===== src/hw/rtl/bsm_pkg.sv =====
// ----------------------------------------------------------------------------
// bsm_pkg
// Shared word types and the radius limit constant for the bounding sphere merge block.
// ----------------------------------------------------------------------------
package bsm_pkg;

  localparam logic [30:0] RADIUS_MAX = 31'h7FFF_FFFF;

  // input word: two spheres, centers signed Q15.16, radii unsigned Q15.16
  typedef struct packed {
    logic signed [31:0] first_x;
    logic signed [31:0] first_y;
    logic signed [31:0] first_z;
    logic        [30:0] first_radius;
    logic signed [31:0] second_x;
    logic signed [31:0] second_y;
    logic signed [31:0] second_z;
    logic        [30:0] second_radius;
  } bsm_in_t;

  // result word
  typedef struct packed {
    logic signed [31:0] merged_x;
    logic signed [31:0] merged_y;
    logic signed [31:0] merged_z;
    logic        [30:0] merged_radius;
    logic               spheres_overlap;
  } bsm_out_t;

  // classified pair handed from the front part to the back part
  typedef struct packed {
    logic [65:0]       d2;
    logic              enclosed;
    logic              overlap;
    logic              pick_first;
    logic [2:0][31:0]  c1;
    logic [2:0][31:0]  c2;
    logic [2:0]        neg;
    logic [2:0][31:0]  aoff;
    logic [30:0]       r1;
    logic [30:0]       r2;
  } bsm_cls_t;

endpackage


===== src/hw/rtl/bsm_queue.sv =====
// ----------------------------------------------------------------------------
// bsm_queue
// Small first-in first-out buffer for classified pairs between front and back.
// ----------------------------------------------------------------------------
module bsm_queue import bsm_pkg::*; #(
  parameter int DEPTH = 4
) (
  input  logic     clk,
  input  logic     rst_n,
  input  logic     push,
  input  bsm_cls_t push_data,
  output logic     full,
  input  logic     pop,
  output bsm_cls_t pop_data,
  output logic     empty
);

  localparam int PW = (DEPTH > 1) ? $clog2(DEPTH) : 1;
  localparam int CW = $clog2(DEPTH + 1);
  localparam logic [PW-1:0] LAST = PW'(DEPTH - 1);
  localparam logic [CW-1:0] FULLC = CW'(DEPTH);

  bsm_cls_t      mem_r [DEPTH];
  logic [PW-1:0] wr_r, rd_r;
  logic [CW-1:0] cnt_r;

  assign full     = cnt_r == FULLC;
  assign empty    = cnt_r == '0;
  assign pop_data = mem_r[rd_r];

  always_ff @(posedge clk) begin
    if (!rst_n) begin
      wr_r  <= '0;
      rd_r  <= '0;
      cnt_r <= '0;
    end else begin
      if (push) begin
        wr_r <= (wr_r == LAST) ? '0 : wr_r + 1'b1;
      end
      if (pop) begin
        rd_r <= (rd_r == LAST) ? '0 : rd_r + 1'b1;
      end
      if (push && !pop) begin
        cnt_r <= cnt_r + 1'b1;
      end else if (pop && !push) begin
        cnt_r <= cnt_r - 1'b1;
      end
    end
  end

  always_ff @(posedge clk) begin
    if (push) begin
      mem_r[wr_r] <= push_data;
    end
  end

endmodule


===== config.mk =====
export PLATFORM = sky130hd
export DESIGN_NAME = bsm_queue
export DESIGN_NICKNAME = d
export VERILOG_FILES = /design/src/hw/rtl/bsm_pkg.sv /design/src/hw/rtl/bsm_queue.sv
export SDC_FILE = /design/constraint.sdc
export NUM_CORES = 1
export LEC_CHECK = 0
export ABC_CLOCK_PERIOD_IN_PS = 27800
export BUFFER_PORTS_ARGS = -buffer_cell sky130_fd_sc_hd__buf_2
export CORE_AREA = 2 2 330 332
export DETAILED_ROUTE_END_ITERATION = 10
export DIE_AREA = 0 0 332 334
export PLACE_DENSITY = 0.79
export SYNTH_ARGS = -nofsm -noshare
export SYNTH_HDL_FRONTEND = slang
export SYNTH_SLANG_ARGS = --single-unit

===== constraint.sdc =====
create_clock -name clk -period 27.8 [get_ports clk]
set_clock_uncertainty 0.05 [all_clocks]
set_input_delay 5.56 -clock clk [delete_from_list [all_inputs] [get_ports clk]]
set_output_delay 5.56 -clock clk [all_outputs]
set_load 0.01 [all_outputs]

After elaboration in Yosys (flattened, before gate mapping)

Memory sizes are Yosys's and may differ from the RTL's. A register that Yosys moved wholly into a read port is not among the register bits.
Cells that the tools add are included.

Register bits: 7
Memory bits (writable): 1688
Input bits: 426
Output and inout bits: 424
Word-level logic and storage cells: 25
Memories kept: 1

Add/subtract/negate cells: 4
Equality and inequality tests: 3
Muxes and demuxes: 8
Reduce and logical (&&, ||, !) cells: 6

Memories:

| memory | depth | width | rd ports | clocked after memory_dff | write ports | RTL line        | source |
|---|---|---|---|---|---|---|---|
| mem_r  | 4     | 422   | 1        | 1                        | 1           | bsm_queue.sv:23 | `bsm_cls_t mem_r [DEPTH];` |

Operator list:

| kind                                              | number |
|---|---|
| two-way mux 2 bit                                 | 4 |
| two-way mux 3 bit                                 | 2 |
| adder 2 x 1 -> 2 bit (second input constant)      | 2 |
| equality test 2 bit (second input constant)       | 2 |
| adder 3 x 1 -> 3 bit (second input constant)      | 1 |
| equality test 3 bit (second input constant)       | 1 |
| logical NOT 3 bit                                 | 1 |
| subtractor 3 x 1 -> 3 bit (second input constant) | 1 |
| logical AND 1 bit                                 | 2 |
| logical NOT 1 bit                                 | 2 |
| two-way mux 1 bit                                 | 2 |
| nonzero test 2 bit                                | 1 |

Depth between registers and ports, before layout

Depth after elaboration: 4
Depth in mapped cells: 7
Mapped depth without buffers: 7

Least setup slack after synthesis

No wires, ideal clock.

Kind: input to register
From: in push
To: mem mem_r[0][0] (netlist name), enable pin
Library setup time: 0.838 ns
Arrival: 15.045 ns
Data required time: 26.912 ns
Slack: 11.866 ns
Cell stages on the path: 1
Path buffers: 0
Cells stage by stage: and2_1

Word-level cells in the longest chain between the ends: 2

RTL lines:

| what                                    | RTL line        | source |
|---|---|---|
| start: declaration                      | bsm_queue.sv:10 | `input logic push,` |
| two-way mux 1 bit                       | bsm_queue.sv:52 | `if (push) begin` |
| two-way mux 1 bit (not written as such) | bsm_queue.sv:53 | `mem_r[wr_r] <= push_data;` |
| end: declaration                        | bsm_queue.sv:23 |  |

No other way between the ends.

==> results by group <==
Outcome
  – Outcome: completed

Logic synthesis
  – Syn nets: 2,681
  – Avg Cell Area, Syn: between 20 and 30 um^2
  – Sequential-to-total area share from yosys stat: 0.829
  – Yosys reg bits: 1,697
  – Yosys warning count: 0
  – Area leader, netlist: edfxtp_1
  – Post-Syn Area: between 60,000 and 70,000 um^2
  – Synth area leaders: edfxtp_1 (83%), mux4_2 (15%), buf_6 (0.79%), buf_2 (0.36%), dfxtp_1 (0.29%)
  – Yosys top cell area share: 0.826
  – Synth Instances: 2,248
  – Synth cell types: 21

Clock tree
  – Setup repair bufs after CTS: 0
  – CTS Sinks: 1,697
  – Num CTS Buffers: 161
  – Reg clk slew, reported paths: 60 ps
  – TritonCTS clock tree: yes
  – Clock Root Buffer: clkbuf_16
  – Skew-Pair Late Insertion Delay: 730 ps
  – H-Tree Depth: 4
  – PostCTS Resize Cnt: 0
  – Post-CTS Hold Fix Bufs: 0
  – Clock buffer depth: 3

Finish
  – Number of fill cells in the layout: 6,439
  – Layout cells sized above 1: 0.456
  – P&R area growth vs syn: 17.3%
  – Most common cell after layout, fill and taps aside: edfxtp_1
  – Nets: 3,627
  – Most frequent cells in the layout: edfxtp_1 (1,688), buf_2 (849), mux4_2 (422), clkbuf_16 (164), clkinv_1 (40)

Timing
  – Min Tclk post-route: 10,800 ps
  – Finish-stage setup viols: 0
  – Unrepaired setup endpoints after global routing: false
  – Final hold viol count: 0
  – Crit share post-route: 0.388
  – Slew Viols, Final: 0
  – Hold slack: 483 ps
  – Tightest Pin Transition: 1250 ps
  – Final TNS setup: 0 ps
  – Max_slew headroom: 0.163
  – Max Freq: 92.6 MHz

Worst setup path
  – CP max-delay cell: buf_4
  – CP Max Fanout: between 100 and 150
  – Worst reg2reg endpoint: mem_r[2][361]
  – WP data required: 22,190 ps
  – Cell Chain, Critical Path: buf_4 > buf_12 > buf_4 > mux4_2 > buf_2
  – Setup crit start kind: flop
  – Largest stage delay on the critical path: 940 ps
  – Worst setup path category: flop to output port
  – Arr. time, crit path: 5190 ps
  – Critical path endpoint category: output port
  – Reg-to-Reg Start: wr_r[0]
  – R2r worst-path depth: 6
  – Most Frequent Cell on Critical Path: buf_4
  – R2R Setup Slk: 23,070 ps
  – WP buf/inv: 4
  – Crit path depth: 5
  – Cell family with most CP delay: buffers and inverters

Floorplanning
  – Die ar.: 111,000 um^2
  – Die X: 332 um
  – Die height: 334 um
  – FP Rows: 121
  – Io pins: 850
  – Initial Util: 0.569
  – Core area: 108,000 um^2

Power and ir drop
  – Net Sw Power: around 1200 uW
  – Sequential share of power: 0.541
  – Internal Power: 4290 uW
  – Total power: 5500 uW
  – Comb power frac: 0.086
  – LEAKAGE: 0.0239 uW
  – Clock Power Share: 0.373
  – Peak supply drop: roughly 0.000061 V
  – Sw frac: 0.220
  – PD cells: 76.4 nW/um^2

GRT
  – Largest net degree at the start of global routing: 176
  – Global-route wire length before repair: 198,000 um
  – All-layer global routing usage: 0.245
  – Grt ovf: 0
  – Antenna violations before repair: about 80
  – Vias in the first global route: between 20,000 and 30,000

Detailed routing
  – Highest metal used: met5
  – Total wire length after detailed routing: 137,000 um
  – Via count: 28,600
  – Starting DRT DRC Count: 2,718
  – Post-route ant nets: 0
  – TritonRoute pass-1 iters: 6
  – Vias/cell: 5.96
  – DRC Markers: 0
  – Routed wl met2: 71,700 um
  – Wl on met1: 45,900 um
  – Routed met3 length: 12,400 um
  – Wirelength per Cell: around 29 um

Hold path
  – Hold wc startpoint: cnt_r[2]
  – Hold depth: 2
  – Hold Path Class: flop to flop
  – Hold endpoint: cnt_r[2]

Placement
  – Port Buffers: 849
  – Detailed Place HPWL: about 82,000 um
  – RD Place Congestion: just over 0.8

Flow run
  – Max_cap viols: 0
==> synthesized netlist by cell type (all sizes together) <==
library cell  number
mux2i              4
edfxtp          1688
nor3b              1
inv                4
mux4             422
or3                1
nor2               1
xnor2              1
o21a               1
xor2               1
and2               5
buf               87
nor2b              5
clkbuf             7
ha                 6
dfxtp              9
fa                 1
nor3               2
o21ai              1
a21boi             1
==> sequential cells by signal, summed over array words and instances, names as in the netlist, named ones only <==
register,count
rd_r,2
cnt_r,3
wr_r,2
mem_r,1688
==> worst min-delay path: stages (launching register included) <==
cell,delay (ps)
dfxtp_1,330
o21ai_0,80
a21boi_0,80
==> power by group through the flow <==
stage	clock network (uW)	registers (uW)	logic [uW]
2_1_floorplan	0	3060	268
3_3_place_gp	0	3010	458
3_5_place_dp	0	3020	470
4_1_cts	2080	2970	478
5_1_grt	2170	2980	499
6_report	2050	2970	473
==> layout make-up <==
cell class	count	area, um^2	share of cell area
Clock buffer	202	4250	0.0590
Timing Repair Buffer	877	4530	0.0630
Clock inverter	84	649	0.00902
Tap cell	1414	1770	0.0246
Sequential cell	1697	50900	0.707
Multi-Input combinational cell	453	9780	0.136
Antenna cell	56	140	0.00195
Inverter	4	15.0	0.000209
==> logic make-up after synthesis <==
kind of cell | Yosys count | synth area share
AO/OA/AOI/OAI | 3 | 0.000326
XOR/XNOR | 2 | 0.000285
adder cells (fa/ha/maj) | 7 | 0.00155
buffers and inverters | 98 | 0.0121
flip-flops | 1697 | 0.829
multiplexers | 426 | 0.155
AND/OR/NAND/NOR | 15 | 0.00147
==> how the worst max path moves through the flow <==
stage               start             to  slack [ps]
global placement     flop  pop_data[322]       17610
floorplan            push    mem_r[0][0]       11870
CTS                  flop  pop_data[398]       16680
finish               flop  pop_data[398]       17000
global route         flop  pop_data[398]       16380
detailed placement   flop  pop_data[393]       17530
==> stage by stage <==
step,area [um^2],setup slack [ps],util,std cells
finish,72000,17000,0.668,4787
global route,72000,16380,0.668,4773
CTS,71900,16680,0.667,4731
detailed placement,67000,17530,0.621,4445
global placement,67000,17610,0.621,4445
floorplan,61400,11870,-,2248
==> per-layer routing <==
| layer | global-route usage | vias up |
|---|---|---|
| li1 | - | 11800 |
| met1 | 0.287 | 14900 |
| met2 | 0.416 | 1473 |
| met3 | 0.0739 | 367 |
| met4 | 0.124 | 34 |
| met5 | 0 | - |
Power figures use the tool's default switching activity.
